<file path="src/sv/assert_macros.svh">
// Assertion helpers for the RTL, included by atfp_back.
`ifndef ASSERT_MACROS_SVH
`define ASSERT_MACROS_SVH

`ifndef NO_ASSERTIONS
// prop must hold at every edge out of reset
`define ASSERT_AT(lbl, clk, rst_n, prop, msg) \
	lbl: assert property (@(posedge clk) disable iff (!rst_n) (prop)) else $error(msg);
// expr must never be true out of reset
`define ASSERT_NEVER(lbl, clk, rst_n, expr, msg) \
	lbl: assert property (@(posedge clk) disable iff (!rst_n) !(expr)) else $error(msg);
`else
`define ASSERT_AT(lbl, clk, rst_n, prop, msg)
`define ASSERT_NEVER(lbl, clk, rst_n, expr, msg)
`endif

`endif

</file>
<file path="src/sv/atfp_pkg.sv">
`default_nettype none
package atfp_pkg;
	localparam int ADC_W      = 12;
	localparam int DEG_W      = 9;
	localparam int PROD_W     = ADC_W + DEG_W;
	localparam int TEMP_W     = 8;
	localparam int TRIG_W     = 7;
	localparam int DIVR_W     = 8;
	localparam int DUTY_PROD_W = 16;
	localparam int CFG_IDX_W  = 2;
	localparam int CFG_DATA_W = 8;
	localparam int DEG_SCALE  = 330;
	localparam int ADC_FULL   = 4095;
	localparam int TEMP_SAT   = 255;

	localparam logic [TRIG_W-1:0] TRIGGER_RST = 7'd20;
	localparam logic [TEMP_W-1:0] MAX_RST     = 8'd30;
	localparam logic [TEMP_W-1:0] KICK_RST    = 8'd35;
	localparam logic [TEMP_W-1:0] FULL_RST    = 8'd50;

	typedef enum logic [CFG_IDX_W-1:0] {
		REG_TRIGGER = 2'd0,
		REG_MAX     = 2'd1,
		REG_KICK    = 2'd2,
		REG_FULL    = 2'd3
	} reg_idx_t;

	typedef struct packed {
		logic [TRIG_W-1:0] trigger;
		logic [TEMP_W-1:0] max_t;
		logic [TEMP_W-1:0] kick;
		logic [TEMP_W-1:0] full;
	} cfg_t;

	typedef struct packed {
		logic busy;
		logic done;
	} div_stat_t;
endpackage
`default_nettype wire

</file>
<file path="src/sv/atfp_front.sv">
`default_nettype none
module atfp_front #(
	parameter int AVG_COUNT = 30,
	parameter int SUM_W     = 14
) (
	input  logic                        clk,
	input  logic                        arst_n,
	input  logic                        in_valid,
	output logic                        in_stall,
	input  logic [atfp_pkg::ADC_W-1:0]  adc_sample,
	input  logic                        fifo_full,
	output logic                        fifo_push,
	output logic [SUM_W-1:0]            fifo_wdata
);
	import atfp_pkg::*;

	localparam int CNT_W = $clog2(AVG_COUNT + 1);

	logic              vld_s1;
	logic [PROD_W-1:0] prod_s1;
	logic [SUM_W-1:0]  sum_q;
	logic [CNT_W-1:0]  cnt_q;
	logic [DEG_W-1:0]  q0;
	logic [ADC_W:0]    rem;
	logic [DEG_W-1:0]  deg;
	logic [SUM_W-1:0]  sum_nx;
	logic              last;
	logic              adv;

	// x/4095 = q0 + carry, with x = 4096*q0 + lo; lo + q0 stays below 2*4095
	assign q0     = prod_s1[PROD_W-1:ADC_W];
	assign rem    = {1'b0, prod_s1[ADC_W-1:0]} + (ADC_W+1)'(q0);
	assign deg    = q0 + DEG_W'(rem >= (ADC_W+1)'(ADC_FULL));
	assign sum_nx = sum_q + SUM_W'(deg);
	assign last   = (cnt_q == CNT_W'(AVG_COUNT - 1));
	assign adv    = !(vld_s1 && last && fifo_full);

	assign in_stall   = !adv;
	assign fifo_push  = vld_s1 && last && !fifo_full;
	assign fifo_wdata = sum_nx;

	always_ff @(posedge clk or negedge arst_n) begin
		if (!arst_n) begin
			vld_s1 <= 1'b0;
			sum_q  <= '0;
			cnt_q  <= '0;
		end else if (adv) begin
			vld_s1 <= in_valid;
			if (vld_s1) begin
				if (last) begin
					sum_q <= '0;
					cnt_q <= '0;
				end else begin
					sum_q <= sum_nx;
					cnt_q <= cnt_q + CNT_W'(1);
				end
			end
		end
	end

	always_ff @(posedge clk) begin
		if (adv && in_valid) begin
			prod_s1 <= PROD_W'(adc_sample) * PROD_W'(DEG_SCALE);
		end
	end
endmodule
`default_nettype wire

</file>
<file path="src/sv/atfp_fifo.sv">
`default_nettype none
module atfp_fifo #(
	parameter int WIDTH = 14
) (
	input  logic             clk,
	input  logic             arst_n,
	input  logic             push,
	input  logic [WIDTH-1:0] wdata,
	input  logic             pop,
	output logic [WIDTH-1:0] rdata,
	output logic             full,
	output logic             empty
);
	logic [WIDTH-1:0] mem [2];
	logic             wr_ptr_q;
	logic             rd_ptr_q;
	logic [1:0]       cnt_q;

	assign full  = (cnt_q == 2'd2);
	assign empty = (cnt_q == 2'd0);
	assign rdata = mem[rd_ptr_q];

	always_ff @(posedge clk or negedge arst_n) begin
		if (!arst_n) begin
			wr_ptr_q <= 1'b0;
			rd_ptr_q <= 1'b0;
			cnt_q    <= '0;
		end else begin
			if (push) wr_ptr_q <= !wr_ptr_q;
			if (pop)  rd_ptr_q <= !rd_ptr_q;
			if (push && !pop)      cnt_q <= cnt_q + 2'd1;
			else if (pop && !push) cnt_q <= cnt_q - 2'd1;
		end
	end

	always_ff @(posedge clk) begin
		if (push) mem[wr_ptr_q] <= wdata;
	end
endmodule
`default_nettype wire

</file>
<file path="src/sv/atfp_div.sv">
`default_nettype none
module atfp_div #(
	parameter int DIV_W = 17
) (
	input  logic                        clk,
	input  logic                        arst_n,
	input  logic                        start,
	input  logic [DIV_W-1:0]            dividend,
	input  logic [atfp_pkg::DIVR_W-1:0] divisor,
	output logic [DIV_W-1:0]            quotient,
	output atfp_pkg::div_stat_t         stat
);
	import atfp_pkg::*;

	localparam int CNT_W = $clog2(DIV_W + 1);

	logic [DIV_W-1:0]  quo_q;
	logic [DIVR_W-1:0] rem_q;
	logic [DIVR_W-1:0] dvs_q;
	logic [CNT_W-1:0]  cnt_q;
	logic              busy_q;
	logic              done_q;
	logic [DIVR_W:0]   rem_sh;
	logic [DIVR_W:0]   diff;
	logic              fits;

	// restoring divide, one quotient bit per cycle
	assign rem_sh = {rem_q, quo_q[DIV_W-1]};
	assign diff   = rem_sh - {1'b0, dvs_q};
	assign fits   = (rem_sh >= {1'b0, dvs_q});

	assign quotient  = quo_q;
	assign stat.busy = busy_q;
	assign stat.done = done_q;

	always_ff @(posedge clk or negedge arst_n) begin
		if (!arst_n) begin
			busy_q <= 1'b0;
			done_q <= 1'b0;
			cnt_q  <= '0;
		end else begin
			done_q <= 1'b0;
			if (start) begin
				busy_q <= 1'b1;
				cnt_q  <= CNT_W'(DIV_W);
			end else if (busy_q) begin
				cnt_q <= cnt_q - CNT_W'(1);
				if (cnt_q == CNT_W'(1)) begin
					busy_q <= 1'b0;
					done_q <= 1'b1;
				end
			end
		end
	end

	always_ff @(posedge clk) begin
		if (start) begin
			quo_q <= dividend;
			rem_q <= '0;
			dvs_q <= divisor;
		end else if (busy_q) begin
			quo_q <= {quo_q[DIV_W-2:0], fits};
			rem_q <= fits ? diff[DIVR_W-1:0] : rem_sh[DIVR_W-1:0];
		end
	end
endmodule
`default_nettype wire

</file>
<file path="src/sv/atfp_back.sv">
`default_nettype none
`include "assert_macros.svh"
module atfp_back #(
	parameter int AVG_COUNT = 30,
	parameter int SUM_W     = 14,
	parameter int DIV_W     = 17
) (
	input  logic                        clk,
	input  logic                        arst_n,
	input  atfp_pkg::cfg_t              cfg,
	input  logic                        fifo_empty,
	input  logic [SUM_W-1:0]            fifo_rdata,
	output logic                        fifo_pop,
	output logic                        div_start,
	output logic [DIV_W-1:0]            div_dividend,
	output logic [atfp_pkg::DIVR_W-1:0] div_divisor,
	input  logic [DIV_W-1:0]            div_quotient,
	input  atfp_pkg::div_stat_t         div_stat,
	output logic                        out_valid,
	input  logic                        out_stall,
	output logic [atfp_pkg::TEMP_W-1:0] reported_temp,
	output logic [atfp_pkg::TEMP_W-1:0] duty_compare,
	output logic                        motor_running,
	output logic                        pwm_enabled
);
	import atfp_pkg::*;

	// sum/AVG_COUNT as (sum*RCP_M) >> RCP_SH, exact for any sum below 2**SUM_W
	localparam int RCP_SH = SUM_W + $clog2(AVG_COUNT);
	localparam int RCP_W  = SUM_W + 1;
	localparam int RCP_M  = ((1 << RCP_SH) + AVG_COUNT - 1) / AVG_COUNT;
	localparam int AVGP_W = SUM_W + RCP_W;

	typedef enum logic [2:0] {ST_IDLE, ST_AVG, ST_DEC, ST_MUL, ST_DUTY, ST_EMIT} state_t;

	state_t            state_q;
	logic              motor_q;
	logic              timer_q;
	logic [SUM_W-1:0]  sum_q;
	logic [TEMP_W-1:0] avg_q;
	logic [TEMP_W-1:0] temp_q;
	logic [TEMP_W-1:0] duty_q;
	logic              start_q;
	logic [DIV_W-1:0]  dividend_q;
	logic [DIVR_W-1:0] divisor_q;
	logic              out_valid_q;
	logic [TEMP_W-1:0] out_temp_q;
	logic [TEMP_W-1:0] out_duty_q;
	logic              out_motor_q;
	logic              out_timer_q;

	logic [AVGP_W-1:0] avg_prod;
	logic [SUM_W-1:0]  avg_quo;
	logic [TEMP_W-1:0] avg;
	logic [TEMP_W-1:0] trig8;
	logic              above;
	logic [TEMP_W-1:0] clamped;
	logic [TEMP_W-1:0] span;
	logic [DUTY_PROD_W-1:0] duty_prod;

	assign avg_prod  = AVGP_W'(sum_q) * AVGP_W'(RCP_M);
	assign avg_quo   = SUM_W'(avg_prod >> RCP_SH);
	assign avg       = (avg_quo > SUM_W'(TEMP_SAT)) ? TEMP_W'(TEMP_SAT)
	                                                : avg_quo[TEMP_W-1:0];
	assign trig8     = {1'b0, cfg.trigger};
	assign above     = (avg_q > trig8);
	assign clamped   = (avg_q > cfg.max_t) ? cfg.max_t : avg_q;
	assign span      = cfg.max_t - trig8;
	assign duty_prod = DUTY_PROD_W'(temp_q - trig8) * DUTY_PROD_W'(cfg.full);

	assign fifo_pop      = (state_q == ST_IDLE) && !fifo_empty;
	assign div_start     = start_q;
	assign div_dividend  = dividend_q;
	assign div_divisor   = divisor_q;
	assign out_valid     = out_valid_q;
	assign reported_temp = out_temp_q;
	assign duty_compare  = out_duty_q;
	assign motor_running = out_motor_q;
	assign pwm_enabled   = out_timer_q;

	always_ff @(posedge clk or negedge arst_n) begin
		if (!arst_n) begin
			state_q     <= ST_IDLE;
			motor_q     <= 1'b0;
			timer_q     <= 1'b0;
			start_q     <= 1'b0;
			out_valid_q <= 1'b0;
		end else begin
			start_q <= 1'b0;
			if (!out_stall) out_valid_q <= 1'b0;
			unique case (state_q)
				ST_IDLE: begin
					if (!fifo_empty) begin
						sum_q   <= fifo_rdata;
						state_q <= ST_AVG;
					end
				end
				ST_AVG: begin
					avg_q   <= avg;
					state_q <= ST_DEC;
				end
				ST_DEC: begin
					if (!above) begin
						motor_q <= 1'b0;
						temp_q  <= avg_q;
						duty_q  <= '0;
						state_q <= ST_EMIT;
					end else if (!motor_q) begin
						// first drive above trigger: kick start
						motor_q <= 1'b1;
						timer_q <= 1'b1;
						temp_q  <= avg_q;
						duty_q  <= cfg.kick;
						state_q <= ST_EMIT;
					end else begin
						timer_q <= 1'b1;
						temp_q  <= clamped;
						if (trig8 >= cfg.max_t) begin
							duty_q  <= cfg.full;
							state_q <= ST_EMIT;
						end else begin
							state_q <= ST_MUL;
						end
					end
				end
				ST_MUL: begin
					start_q    <= 1'b1;
					dividend_q <= DIV_W'(duty_prod);
					divisor_q  <= span;
					state_q    <= ST_DUTY;
				end
				ST_DUTY: begin
					if (div_stat.done) begin
						duty_q  <= div_quotient[TEMP_W-1:0];
						state_q <= ST_EMIT;
					end
				end
				ST_EMIT: begin
					if (!out_valid_q || !out_stall) begin
						out_valid_q <= 1'b1;
						out_temp_q  <= temp_q;
						out_duty_q  <= duty_q;
						out_motor_q <= motor_q;
						out_timer_q <= timer_q;
						state_q     <= ST_IDLE;
					end
				end
				default: state_q <= ST_IDLE;
			endcase
		end
	end

	`ASSERT_NEVER(a_stop_has_duty, clk, arst_n, out_valid_q && !out_motor_q && (out_duty_q != '0), "stopped motor with nonzero duty")
	`ASSERT_NEVER(a_run_no_timer, clk, arst_n, out_valid_q && out_motor_q && !out_timer_q, "motor running with timer off")
	`ASSERT_NEVER(a_start_busy, clk, arst_n, start_q && div_stat.busy, "divider restarted while busy")
endmodule
`default_nettype wire

</file>
<file path="src/sv/averaged_temp_fan_pwm_control_top.sv">
`default_nettype none
// Averaging temperature-to-fan-PWM controller. Each accepted adc_sample is
// scaled to whole degrees (floor(sample*330/4095)) and summed; every AVG_COUNT
// samples the sum is queued, and the back end divides it by AVG_COUNT with a
// reciprocal multiply, picks the duty (off, kick, or a linear map between the
// trigger and the full-speed temperature onto full_duty) and delivers one
// result. Samples can be taken one per clock; the input stalls only while the
// last sample of a group waits for room in the two-entry sum queue. A result
// passes the average and decide states, then goes to emit (off, kick or full
// duty) or through multiply and the bit-serial duty divider, DIV_W = 16.
// The configuration port never stalls; write it only while no group is in
// progress.
module averaged_temp_fan_pwm_control_top #(
	parameter int AVG_COUNT = 30
) (
	input  logic                            clk,
	input  logic                            arst_n,
	input  logic                            in_valid,
	output logic                            in_stall,
	input  logic [atfp_pkg::ADC_W-1:0]      adc_sample,
	output logic                            out_valid,
	input  logic                            out_stall,
	output logic [atfp_pkg::TEMP_W-1:0]     reported_temp,
	output logic [atfp_pkg::TEMP_W-1:0]     duty_compare,
	output logic                            motor_running,
	output logic                            pwm_enabled,
	input  logic                            cfg_valid,
	output logic                            cfg_ready,
	input  logic [atfp_pkg::CFG_IDX_W-1:0]  cfg_index,
	input  logic [atfp_pkg::CFG_DATA_W-1:0] cfg_data
);
	import atfp_pkg::*;

	localparam int SUM_W = $clog2(DEG_SCALE * AVG_COUNT + 1);
	localparam int DIV_W = DUTY_PROD_W;

	cfg_t              cfg_q;
	logic              fifo_full;
	logic              fifo_empty;
	logic              fifo_push;
	logic              fifo_pop;
	logic [SUM_W-1:0]  fifo_wdata;
	logic [SUM_W-1:0]  fifo_rdata;
	logic              div_start;
	logic [DIV_W-1:0]  div_dividend;
	logic [DIVR_W-1:0] div_divisor;
	logic [DIV_W-1:0]  div_quotient;
	div_stat_t         div_stat;

	assign cfg_ready = 1'b1;

	always_ff @(posedge clk or negedge arst_n) begin
		if (!arst_n) begin
			cfg_q.trigger <= TRIGGER_RST;
			cfg_q.max_t   <= MAX_RST;
			cfg_q.kick    <= KICK_RST;
			cfg_q.full    <= FULL_RST;
		end else if (cfg_valid) begin
			unique case (reg_idx_t'(cfg_index))
				REG_TRIGGER: cfg_q.trigger <= cfg_data[TRIG_W-1:0];
				REG_MAX:     cfg_q.max_t   <= cfg_data;
				REG_KICK:    cfg_q.kick    <= cfg_data;
				REG_FULL:    cfg_q.full    <= cfg_data;
				default:     cfg_q         <= cfg_q;
			endcase
		end
	end

	atfp_front #(.AVG_COUNT(AVG_COUNT), .SUM_W(SUM_W)) u_front (
		.clk        (clk),
		.arst_n     (arst_n),
		.in_valid   (in_valid),
		.in_stall   (in_stall),
		.adc_sample (adc_sample),
		.fifo_full  (fifo_full),
		.fifo_push  (fifo_push),
		.fifo_wdata (fifo_wdata)
	);

	atfp_fifo #(.WIDTH(SUM_W)) u_fifo (
		.clk    (clk),
		.arst_n (arst_n),
		.push   (fifo_push),
		.wdata  (fifo_wdata),
		.pop    (fifo_pop),
		.rdata  (fifo_rdata),
		.full   (fifo_full),
		.empty  (fifo_empty)
	);

	atfp_div #(.DIV_W(DIV_W)) u_div (
		.clk      (clk),
		.arst_n   (arst_n),
		.start    (div_start),
		.dividend (div_dividend),
		.divisor  (div_divisor),
		.quotient (div_quotient),
		.stat     (div_stat)
	);

	atfp_back #(.AVG_COUNT(AVG_COUNT), .SUM_W(SUM_W), .DIV_W(DIV_W)) u_back (
		.clk           (clk),
		.arst_n        (arst_n),
		.cfg           (cfg_q),
		.fifo_empty    (fifo_empty),
		.fifo_rdata    (fifo_rdata),
		.fifo_pop      (fifo_pop),
		.div_start     (div_start),
		.div_dividend  (div_dividend),
		.div_divisor   (div_divisor),
		.div_quotient  (div_quotient),
		.div_stat      (div_stat),
		.out_valid     (out_valid),
		.out_stall     (out_stall),
		.reported_temp (reported_temp),
		.duty_compare  (duty_compare),
		.motor_running (motor_running),
		.pwm_enabled   (pwm_enabled)
	);
endmodule
`default_nettype wire
</file>
<file path="config.mk">
export PLATFORM = sky130hd
export DESIGN_NAME = averaged_temp_fan_pwm_control_top
export DESIGN_NICKNAME = d
export VERILOG_FILES = /design/src/sv/atfp_pkg.sv /design/src/sv/atfp_front.sv /design/src/sv/atfp_fifo.sv /design/src/sv/atfp_div.sv /design/src/sv/atfp_back.sv /design/src/sv/averaged_temp_fan_pwm_control_top.sv
export VERILOG_INCLUDE_DIRS = /design/src /design/src/sv
export SDC_FILE = /design/constraint.sdc
export NUM_CORES = 1
export LEC_CHECK = 0
export BUFFER_PORTS_ARGS = -buffer_cell sky130_fd_sc_hd__buf_4
export CAP_MARGIN = 20
export CORE_MARGIN = 2
export CORE_UTILIZATION = 45
export CTS_BUF_LIST = sky130_fd_sc_hd__clkbuf_4 sky130_fd_sc_hd__clkbuf_8
export DETAILED_ROUTE_END_ITERATION = 8
export HOLD_SLACK_MARGIN = 0.05
export PLACE_DENSITY = 0.72
export SYNTH_ARGS = -nofsm -noshare
export SYNTH_HDL_FRONTEND = slang
export SYNTH_SLANG_ARGS = --single-unit
export TNS_END_PERCENT = 20
</file>
<file path="constraint.sdc">
create_clock -name clk -period 15.95 [get_ports clk]
set_clock_uncertainty 0.15 [all_clocks]
set_input_delay 2.3925 -clock clk [delete_from_list [all_inputs] [get_ports clk]]
set_output_delay 2.3925 -clock clk [all_outputs]
set_load 0.05 [all_outputs]
</file>
-- Word level (Yosys, flattened, before mapping)
Memories as Yosys holds them, arrays and structs flattened. A register that Yosys moved wholly into a read port is not among the register bits.
Index checks and enable logic that the tools add are counted.
- register bits after elaboration: 187
- bits in writable memories: 28
- output and inout bits: 21
- logic and storage cells: 141
- memories kept: 1
- memories (name ; words ; bits a word ; rd ports ; clocked after memory_dff ; write ports ; line ; source):
    u_fifo.mem ; 2 ; 14 ; 1 ; 1 ; 1 ; atfp_fifo.sv:14 ; logic [WIDTH-1:0] mem [2];
- $add $sub $neg: 10
- multipliers: 3
- order comparisons: 6
- equality and inequality tests: 15
- mux-type cells: 37
- bitwise gates (word level): 2
- reductions and logical operators: 36
- operators by type and width (kind ; number):
    $mux W8 ; 8
    $mux W16 ; 2
    $mul A14 B15 Y29 const B ; 1
    $mul A12 B8 Y20 const B ; 1
    $mux W3 ; 6
    $pmux W3 S6 ; 1
    $reduce_and A2 Y1 ; 9
    $mul A16 B8 Y16 ; 1
    $pmux W8 S2 ; 1
    $mux W5 ; 3
    $add A14 B9 Y14 ; 1
    $mux W14 ; 1
    $add A12 B9 Y13 ; 1
    $ge A13 B12 Y1 const B ; 1
    $mux W1 ; 13
    $gt A10 B8 Y1 const B ; 1
    $add A9 B1 Y9 ; 1
    $ge A9 B8 Y1 ; 1
    $logic_not A1 Y1 ; 9
    $reduce_and A3 Y1 ; 3
    $sub A8 B7 Y9 ; 1
    $ge A7 B8 Y1 ; 1
    $gt A8 B7 Y1 ; 1
    $gt A8 B8 Y1 ; 1
    24 further kinds ; 40

-- Longest topological paths before layout
Gate-level depths: netlist of the first run.
- word-level depth: 7
- mapped depth: 25
- mapped depth without buffers: 25

-- Modules after synthesis
From an unflattened synthesis of the first run, not the netlist that was laid out.
- cells, all modules: 1537
- area total of the unflattened synthesis: 17284.1 um^2
- modules (own cells, without submodules) (module ; times used ; cells each ; area an instance (um^2) ; seq. area each (um^2)):
    atfp_back ; 1 ; 830 ; 8782.2 ; 2577.5
    atfp_front ; 1 ; 409 ; 4013.8 ; 1101.1
    atfp_div ; 1 ; 170 ; 2035.7 ; 1056.0
    atfp_fifo ; 1 ; 60 ; 1249.9 ; 940.9
    averaged_temp_fan_pwm_control_top ; 1 ; 68 ; 1202.4 ; 790.8

-- Least setup slack after synthesis of the first run
Ideal clock, no wire load.
- path type: in2reg
- from: in adc_sample[1] (netlist bit)
- to: reg u_front.prod_s1[19] (data pin)
- arrival time: 5524 ps
- setup slack: 10018 ps
- stages on the path: 14
- buffers on the path: 0
- cell sequence: ha_1 -> inv_1 -> fa_1 -> fa_1 -> inv_1 -> ha_1 -> ha_1 -> a21boi_1 -> o21ai_1 -> a211oi_1 -> nor3_1 -> o41ai_1 -> a21oi_1 -> xnor2_1
- word-level cells in the longest chain between the ends: 1
- ends and longest elaborated chain (item ; line ; source):
    start: declaration ; averaged_temp_fan_pwm_control_top.sv:20 ; input logic [atfp_pkg::ADC_W-1:0] adc_sample,
    $mul A12 B8 Y20 ; atfp_front.sv:63 ; prod_s1 <= PROD_W'(adc_sample) * PROD_W'(DEG_SCALE);
    end signal: assignment ; atfp_front.sv:63 ;
    end: declaration ; atfp_front.sv:20 ; logic [PROD_W-1:0] prod_s1;
No other way between the ends.
A chain may end at the register's enable or synchronous reset.

-- Worst setup path after layout of the first run
- from: reg cfg_q[25] (netlist bit)
- to: reg u_back.dividend_q[15] (netlist: u_back.div_dividend[15]) (data pin)
- word-level cells in the longest chain between the ends: 2
- ends and longest elaborated chain (item ; line ; source):
    start: declaration ; averaged_temp_fan_pwm_control_top.sv:37 ; cfg_t cfg_q;
    start signal: assignment ; averaged_temp_fan_pwm_control_top.sv:64 ; default: cfg_q <= cfg_q;
    $sub A8 B7 Y9 ; atfp_back.sv:69 ; assign duty_prod = DUTY_PROD_W'(temp_q - trig8) * DUTY_PROD_W'(cfg.full);
    $mul A16 B8 Y16 ; atfp_back.sv:69 ;
    net u_back.duty_prod[15] ; atfp_back.sv:59 ; logic [DUTY_PROD_W-1:0] duty_prod;
    end signal: assignment ; atfp_back.sv:128 ; dividend_q <= DIV_W'(duty_prod);
    end: declaration ; atfp_back.sv:44 ; logic [DIV_W-1:0] dividend_q;
The timed path passes the listed nets, and every way through them passes these cells.

==> results of run 1 <==
cells by family after synthesis:
logic type / count (synthesis) / synth area share
AOI/OAI and AO/OA: 207 / 0.0835
xor gates and xnor gates: 82 / 0.0432
adders and majority gates: 323 / 0.287
buffers and inverters: 256 / 0.0583
DFF: 229 / 0.389
muxes: 68 / 0.0450
other: 1 / 0.000226
and+or+nand+nor: 318 / 0.0941
layer usage:
metal / share of wire / routed length [um] / global-route usage
met5: 0 / 0 / 0
met4: 0.020 / 637 / 0.0477
met3: 0.040 / 1280 / 0.0277
met2: 0.50 / 15800 / 0.304
met1: 0.44 / 14100 / 0.215
critical path, delay by kind of cell, from the launching register on:
family	cells	cell delay, ns
xor+xnor	2	0.63
flops	1	0.40
simple gates	4	0.70
buf+inv	3	0.26
fa+ha+maj	6	2.58
compound gates	8	1.44
layout by cell type (no fill, tap or decap), drive strengths merged, types with 11 or more instances in the layout:
master,n
nand3,14
dfrtp,57
nand4,14
clkbuf,56
and2,41
clkinv,14
dfstp,12
xnor2,59
inv,229
xor2,23
nor3,18
nand2b,13
buf,54
nand2,100
nor2,66
edfxtp,152
ha,227
a21oi,48
mux2i,14
o21a,11
nor2b,30
fa,96
o21ai,60
mux2,54
a21o,15
power breakdown:
part	switching, mW	total (mW)	internal, mW
registers	0.0568	0.854	0.797
logic	0.813	1.48	0.669
clock network	0.242	0.518	0.276
worst max path at each step:
| stage | slack [ns] | to | cells after the start | startpoint |
|---|---|---|---|---|
| after floorplan | 10.02 | u_front.prod_s1[19] | 14 | adc_sample[1] |
| after global placement | 9.69 | u_front.prod_s1[19] | 15 | adc_sample[1] |
| after detailed placement | 9.52 | u_front.prod_s1[19] | 15 | adc_sample[1] |
| after CTS | 9.52 | u_back.div_dividend[15] | 23 | cfg_q[25] |
| after global routing | 9.06 | u_back.div_dividend[15] | 23 | cfg_q[25] |
| final | 9.51 | u_back.div_dividend[15] | 23 | cfg_q[25] |
registers in the layout (all words and copies together), names as in the netlist, 2 cells and up:
name,cells
cfg_q,31
u_back.avg_q,8
u_back.div_dividend,16
u_back.div_divisor,8
u_back.duty_compare,8
u_back.duty_q,8
u_back.reported_temp,8
u_back.state_q,3
u_back.sum_q,14
u_back.temp_q,8
u_div.cnt_q,5
u_div.dvs_q,8
u_div.quotient,16
u_div.rem_q,8
u_fifo.cnt_q,2
u_fifo.mem,28
u_front.cnt_q,5
u_front.prod_s1,20
u_front.sum_q,14
cell type report:
cell class,count,area (sq um)
well taps,468,586
clock buffers,55,676
repair buffers,55,420
inverters,229,860
fillers,3192,18200
clock inverters,19,96.3
multi-input cells,999,9190
flip-flops and latches,229,6470
==> out/qor.txt, run 1 <==
Status -> complete, no violations
Number of enable flip-flop cells after synthesis -> 152
Drt drc -> 0
Htree depth -> 2
Final std cells w/o fill -> 2054
Drt initial violations -> 425
Largest net degree at the start of global routing -> 72
Worst setup margin -> 9.51 ns
Setup violators final -> 0
Antenna violations before repair -> 0
Synth warn -> 0
Tmin final -> 6.44 ns
Max_slew headroom -> 0.293
DRT Wirelength -> 31.8 mm
WS Path Type -> register to register
Core area -> 36500 sq um
Worst reg2reg setup slack -> 9.51 ns
Peak VDD IR -> 0.000191 V
Clock buffer depth -> 3
Fmax -> 155 MHz
Critical path data required time -> 16.08 ns
Routed WL per cell -> 15.5 um
Final worst-path cycle share -> 0.404
Via count -> 10700
Crit path DAT -> 6.57 ns
Top cells by count, synth -> inv_1, ha_1, edfxtp_1
Hold Path Sink -> u_back.duty_compare[0]
CTS tree -> done
Area Overhead vs Synth -> 10.1%
Hold-fix buffers at CTS -> 0
Hold Crit Class -> register to register
Netlist Area Pre-Place -> 16600 sq um
Sequential fraction of the synthesis area -> 0.389
First-pass GRT wire length -> 53.4 mm
Latest clock arrival within the worst-skew pair -> 0.54 ns
Post-CTS Resized -> 0
# diodes -> 0
Synth area leaders -> edfxtp_1, ha_1, fa_1
Final Net Count -> 1904
Post-DRT Antenna Nets -> 0
CTS root buffer -> clkbuf_8
Height of the die -> 196 um
Critical path cell sequence -> inv_1 -> ha_1 -> nor2b_1 -> o21ai_0 -> a21boi_0 -> o21a_1 -> nor2_1 -> o21bai_1 -> a21oi_1 -> xor2_1 -> and2_1 -> fa_1 -> fa_1 -> fa_1 -> inv_1 -> fa_1 -> inv_1 -> ha_1 -> and2_1 -> o21ai_0 -> o21ai_0 -> o41a_1 -> xnor2_1
Placer Congestion -> 0.865
Rows -> 70
Placed Area -> 17500 sq um
Port Buffer Count -> 46
Pwr dens -> 156 nW/um^2
Top-count cell post-synth -> inv_1
Fin Hold WS -> 0.262 ns
Max-cap violations -> 0
# clock sinks -> 229
Slowest CP cell -> fa_1
Setup slack after placement -> 9.52 ns
Final Cell Area -> 18300 sq um
Effective utilization at floorplan -> 0.455
Synth Instances -> 1484
Tot GR Track Use -> 0.171
Setup bufs post-CTS -> 0
Worst r2r path cells -> 23
Layout cells sized above 1 -> 0.127
Slew @ Worst Pin -> 1.06 ns
Gr ovfl total -> 0
Leak -> 8.27 nW
Final core utilization -> 0.501
Most used cell, CP -> fa_1
Crit path launch type -> register
CTS buffer count -> 40
Min-Delay Path Depth -> 0
PnR Total Power -> 2.85 mW
Synth unique cells -> 68
Hpwl dp -> 24.8 mm
Top-area cell type share of the netlist area -> 0.275
Post-placement cell count -> 1977
Flops & latches, synth -> 229
Vias in the first global route -> 11200
CP Capture Type -> register
Hold_sp -> u_back.duty_q[0]
Post-synth ARST share -> 0.301
Critical register-to-register path endpoint -> u_back.div_dividend[15]
Cell taking the most area after synthesis -> edfxtp_1
Worst R2R Start -> cfg_q[25]
I/O pin count -> 48
CP Max Fanout -> 8
Clock slew at the register clock pins of the worst setup and hold paths -> 0.06 ns
Main synth FF type -> edfxtp_1
Pre-Repair DR Iteration Count -> 4
RSZ-0062 raised after global routing -> no
Via-per-instance ratio -> 5.22
Hold Fails Final Rpt -> 0
Slowest stage delay, CP -> 0.54 ns
Syn_area_per_cell -> 11.2 sq um
Setup_tns -> 0 ns
Die Area -> 38500 sq um
Mapped Nets -> 1834
Die X -> 196 um
Fin. max-slew vios -> 0
Power figures use the tool's default switching activity.
==> inputs of run 2 (changes only) <==
==> constraint.sdc (replaced) <==
create_clock -name clk -period 6.5 [get_ports clk]
set_clock_uncertainty 0.15 [all_clocks]
set_input_delay 0.975 -clock clk [delete_from_list [all_inputs] [get_ports clk]]
set_output_delay 0.975 -clock clk [all_outputs]
set_load 0.05 [all_outputs]
==> run 2 against run 1 <==
  * Clock-buffer cell count rose by 1
  * Largest power group unchanged
  * Hold slack worse by 0.086 ns
  * Total power increased by 150%
  * Die area unchanged
  * Sequential power grew 140%
  * Critical path type unchanged
  * Sequential share of layout area fell by 0.21 points
  * First-iteration DRC count is 6.8% higher
  * Clock power rose to 2.6 times the previous value
  * Flip-flop and latch count stayed put
  * Global-route usage decreased by 0.16 points
  * Routed wire length is 1.7% lower
  * Maximum frequency up 3.5%
==> out/qor.txt, run 2 (synthesized netlist as in run 1, its figures left out) <==
Height of the die -> 196 um
Largest net degree at the start of global routing -> 53
Via-per-instance ratio -> 5.18
CP Capture Type -> register
Max FFs per register -> 31
# diodes -> 0
Crit path launch type -> register
Die Area -> 38500 sq um
Critical path data required time -> 6.63 ns
CP Max Fanout -> 5
Pre-Repair DR Iteration Count -> 5
Final worst-path cycle share -> 0.957
Placer Congestion -> 0.847
Via count -> 10700
Setup violators final -> 0
Clock buffer depth -> 3
CTS tree -> done
Vias in the first global route -> 11100
Drt initial violations -> 454
Status -> complete, no violations
Latest clock arrival within the worst-skew pair -> 0.54 ns
Final std cells w/o fill -> 2058
# clock sinks -> 229
CTS root buffer -> clkbuf_8
Hold Crit Class -> input port to asynchronous set/reset pin
WS Path Type -> register to register
I/O pin count -> 48
Largest regs -> cfg_q x31, u_fifo.mem x28, u_front.prod_s1 x20
Commonest cells after routing, fill and taps aside -> inv_1, ha_1, edfxtp_1
Final core utilization -> 0.504
Area Overhead vs Synth -> 10.7%
Port Buffer Count -> 46
Peak VDD IR -> 0.000351 V
Tot GR Track Use -> 0.169
Hold Fails Final Rpt -> 0
Fin. max-slew vios -> 0
First-pass GRT wire length -> 53.0 mm
Commonest non-fill, non-tap cell in the layout -> inv_1
Leak -> 8.34 nW
Fmax -> 161 MHz
Post-placement cell count -> 1979
Core area -> 36500 sq um
Hold-fix buffers at CTS -> 0
Effective utilization at floorplan -> 0.455
Tmin final -> 6.22 ns
CTS buffer count -> 41
Gr ovfl total -> 0
Die X -> 196 um
Antenna violations before repair -> 0
DRT Wirelength -> 31.2 mm
Slew @ Worst Pin -> 0.977 ns
Final Net Count -> 1908
Layout cells sized above 1 -> 0.136
Max-cap violations -> 0
Htree depth -> 2
Clock slew at the register clock pins of the worst setup and hold paths -> 0.06 ns
Routed WL per cell -> 15.2 um
Post-DRT Antenna Nets -> 0
Pwr dens -> 384 nW/um^2
Biggest register -> cfg_q
Crit path DAT -> 6.35 ns
Hpwl dp -> 24.8 mm
Drt drc -> 0
Max_slew headroom -> 0.348
Rows -> 70
==> run 2: cell count changes in the layout (fill, tap and decap cells not counted), sizes merged <==
cell,delta
buf,+2
clkinv,+1
inv,+1
bufinv,+1
clkinvlp,-3
clkbuf,+2
==> run 2: final cells by class <==
type | instances | area (sq um)
Sequential cell | 229 | 6470
Clock inverter | 19 | 121
Tap cell | 468 | 586
Inverter | 229 | 860
Clock buffer | 56 | 702
Timing Repair Buffer | 58 | 445
Multi-Input combinational cell | 999 | 9220
Fill cell | 3207 | 18100
==> run 2: repair_timing <==
item,in CTS,in global routing
resized for setup,0,8
endpoints found under the setup margin,0,4
setup buffers,0,1
==> run 2: through the flow <==
step                total power [mW]  cell area (sq um)  TNS [ns]  hold WS [ns]  setup slack, ns
floorplan                       4.99              16600         0         0.250            0.620
detailed placement              5.76              17500         0         0.255            0.128
global placement                5.60              17500         0         0.251            0.282
CTS                             7.13              18300         0         0.147            0.113
finish                          7.07              18400         0         0.176            0.279
global route                    7.74              18400  -0.00307         0.170         -0.00307
==> run 2: worst paths after layout <==
path	from	end	slack [ns]	cells after the start
max	cfg_q[24]	u_back.div_dividend[15]	0.28	23
min reg2reg	u_back.duty_q[4]	u_back.duty_compare[4]	0.26	0
min in group clk	u_back.duty_q[4]	u_back.duty_compare[4]	0.26	0
max in group asynchronous	arst_n	u_front.sum_q[2]	5.04	2
max reg2reg	cfg_q[24]	u_back.div_dividend[15]	0.28	23
min	arst_n	u_fifo.rd_ptr_q	0.18	1
==> run 2: power by group <==
part | internal, mW | switching [mW] | leakage [nW]
Clock | 0.745 | 0.582 | 0.438
Sequential | 1.96 | 0.134 | 2.24
Combinational | 1.65 | 2.00 | 5.66
Total | 4.35 | 2.72 | 8.34
==> run 2: worst max-delay path: stages, from the launching register on <==
cell and delay [ns]:
dfrtp_1 0.40, ha_1 0.20, inv_1 0.06, fa_1 0.40, a21o_1 0.17, a21oi_1 0.22, o21bai_1 0.12, a21oi_2 0.24
nor2b_1 0.08, nor3_2 0.21, nand2_1 0.13, inv_1 0.15, fa_1 0.45, fa_1 0.50, fa_1 0.55, inv_1 0.05
fa_1 0.52, inv_1 0.04, ha_1 0.36, and2_1 0.20, o21ai_0 0.13, o21ai_0 0.14, o41a_1 0.35, xnor2_1 0.13
==> run 2: layer usage <==
layer	share of wire	wire, um	global-route usage
met2	0.49	15400	0.299
met4	0.028	860	0.0513
met3	0.042	1320	0.0242
met1	0.44	13600	0.215
met5	0	0	0
==> inputs of run 3 (changes only) <==
--- a/config.mk
+++ b/config.mk
@@ -10,7 +10,7 @@
 export CAP_MARGIN = 20
 export CORE_MARGIN = 2
 export CORE_UTILIZATION = 45
-export CTS_BUF_LIST = sky130_fd_sc_hd__clkbuf_4 sky130_fd_sc_hd__clkbuf_8
+export CTS_BUF_LIST = sky130_fd_sc_hd__clkbuf_8
 export DETAILED_ROUTE_END_ITERATION = 8
 export HOLD_SLACK_MARGIN = 0.05
 export PLACE_DENSITY = 0.72
==> run 3 against run 2 <==
  * Clock power shrank 5%
  * Register-to-register slack about the same
  * Setup slack better by 0.0050 ns
  * Flip-flop and latch count unchanged
  * Sequential power about the same
  * Clock-buffer cell count down 11
  * Core utilization shrank 0.11 points
  * Via count up 0.24%
  * Combinational power hardly changed
  * Critical path depth unchanged
==> out/qor.txt, run 3 (synthesized netlist as in run 1, its figures left out) <==
Hold-fix buffers at CTS -> 0
Via count -> 10700
Layout cells sized above 1 -> 0.130
Drt initial violations -> 480
CTS root buffer -> clkbuf_8
Largest regs -> cfg_q x31, u_fifo.mem x28, u_front.prod_s1 x20
First-pass GRT wire length -> 53.0 mm
Antenna violations before repair -> 0
Hpwl dp -> 24.8 mm
Peak VDD IR -> 0.000351 V
Leak -> 8.34 nW
Vias in the first global route -> 11000
CTS buffer count -> 41
Hold Fails Final Rpt -> 0
Slowest CP cell -> fa_1
Top delay family on crit path -> adder cells
Comb pwr share -> 0.521
Core area -> 36500 sq um
Crit path DAT -> 6.35 ns
Switching power total -> 2.72 mW
Tot GR Track Use -> 0.169
Latest clock arrival within the worst-skew pair -> 0.55 ns
I/O pin count -> 48
Critical path cell sequence -> ha_1 -> inv_1 -> fa_1 -> a21o_1 -> a21oi_1 -> o21bai_1 -> a21oi_2 -> nor2b_1 -> nor3_2 -> nand2_1 -> inv_1 -> fa_1 -> fa_1 -> fa_1 -> inv_1 -> fa_1 -> inv_1 -> ha_1 -> and2_1 -> o21ai_0 -> o21ai_0 -> o41a_1 -> xnor2_1
Final std cells w/o fill -> 2058
Fin. max-slew vios -> 0
Port Buffer Count -> 46
Area Overhead vs Synth -> 10.5%
Internal Power -> 4.29 mW
Max-cap violations -> 0
Slowest stage delay, CP -> 0.55 ns
Max_slew headroom -> 0.346
Post-placement cell count -> 1979
WS Path Type -> register to register
CP Max Fanout -> 5
Pwr dens -> 382 nW/um^2
Largest net degree at the start of global routing -> 53
CTS tree -> done
Tmin final -> 6.22 ns
Max FFs per register -> 31
Slew @ Worst Pin -> 0.980 ns
Die X -> 196 um
Final Cell Area -> 18400 sq um
Most used cell, CP -> fa_1
Effective utilization at floorplan -> 0.455
Die Area -> 38500 sq um
Sw Share -> 0.388
CP Buf/Inv Count -> 4
Clock buffer depth -> 3
# diodes -> 0
Rows -> 70
Clock power share -> 0.181
Final Net Count -> 1908
Setup violators final -> 0
# clock sinks -> 229
Via-per-instance ratio -> 5.20
Commonest non-fill, non-tap cell in the layout -> inv_1
Reg power frac -> 0.298
Drt drc -> 0
DRT Wirelength -> 31.3 mm
Crit path launch type -> register
Commonest cells after routing, fill and taps aside -> inv_1, ha_1, edfxtp_1
Clock slew at the register clock pins of the worst setup and hold paths -> 0.06 ns
Routed WL per cell -> 15.2 um
Htree depth -> 2
Biggest register -> cfg_q
Hold Crit Class -> input port to asynchronous set/reset pin
Pre-Repair DR Iteration Count -> 4
Final worst-path cycle share -> 0.956
Critical path data required time -> 6.63 ns
CP Capture Type -> register
Setup_tns -> 0 ns
Status -> complete, no violations
Placer Congestion -> 0.847
Fmax -> 161 MHz
Post-DRT Antenna Nets -> 0
Fill count -> 3219
Gr ovfl total -> 0
Placed Area -> 17500 sq um
Height of the die -> 196 um
## run 3: worst register-to-register path: cells and delay by family, from the launching register on
family	cells	cell delay, ns
buf+inv	4	0.30
flops	1	0.40
fa+ha+maj	7	2.98
compound gates	7	1.37
simple gates	4	0.62
xor+xnor	1	0.13
## run 3: power groups by stage
stage / Clock (mW) / Sequential (mW) / Combinational [mW]
after floorplan: 0 / 2.06 / 2.93
after global placement: 0 / 2.11 / 3.49
after detailed placement: 0 / 2.12 / 3.65
after CTS: 1.31 / 2.09 / 3.67
after global routing: 1.37 / 2.11 / 4.19
final: 1.27 / 2.09 / 3.65
## run 3: cell type report
class,count,area (sq um),area share
sequential,229,6470,0.352
clock inverter,30,163,0.00886
clock buffer,45,619,0.0337
timing repair buffer,58,445,0.0243
multi-input combinational,999,9220,0.502
inverter,229,860,0.0468
tap,468,586,0.0319
## run 3: repair_timing
action | 4_1_cts | 5_1_grt
buffers inserted | 0 | 1
gates resized for setup | 0 | 8
endpoints found under the setup margin | 0 | 4
## run 3: per-layer routing
layer,share of wire,vias to the layer above,wire length [um],track usage
met1,0.44,5194,13600,0.215
met4,0.027,0,859,0.0513
li1,-,5236,-,-
met3,0.043,62,1350,0.0242
met5,0,-,0,0
met2,0.49,200,15400,0.298
## run 3: metrics by stage
step / util / total power, mW / worst slack (ns) / hold slack (ns)
2_1_floorplan: - / 4.99 / 0.620 / 0.250
3_5_place_dp: 0.479 / 5.76 / 0.128 / 0.255
3_3_place_gp: 0.479 / 5.60 / 0.282 / 0.251
5_1_grt: 0.503 / 7.67 / -0.00307 / 0.170
6_report: 0.503 / 7.01 / 0.284 / 0.176
4_1_cts: 0.501 / 7.07 / 0.111 / 0.147
## run 3: path summary, 6_finish.rpt
| path | cells after the start | end | slack (ns) | start |
|---|---|---|---|---|
| hold / removal | 1 | u_fifo.rd_ptr_q | 0.18 | arst_n |
| setup / recovery | 23 | u_back.div_dividend[15] | 0.28 | cfg_q[24] |
| hold reg to reg | 0 | u_back.duty_compare[4] | 0.27 | u_back.duty_q[4] |
| setup reg to reg | 23 | u_back.div_dividend[15] | 0.28 | cfg_q[24] |
| max in group asynchronous | 2 | u_front.sum_q[2] | 5.05 | arst_n |
| min in group clk | 0 | u_back.duty_compare[4] | 0.27 | u_back.duty_q[4] |
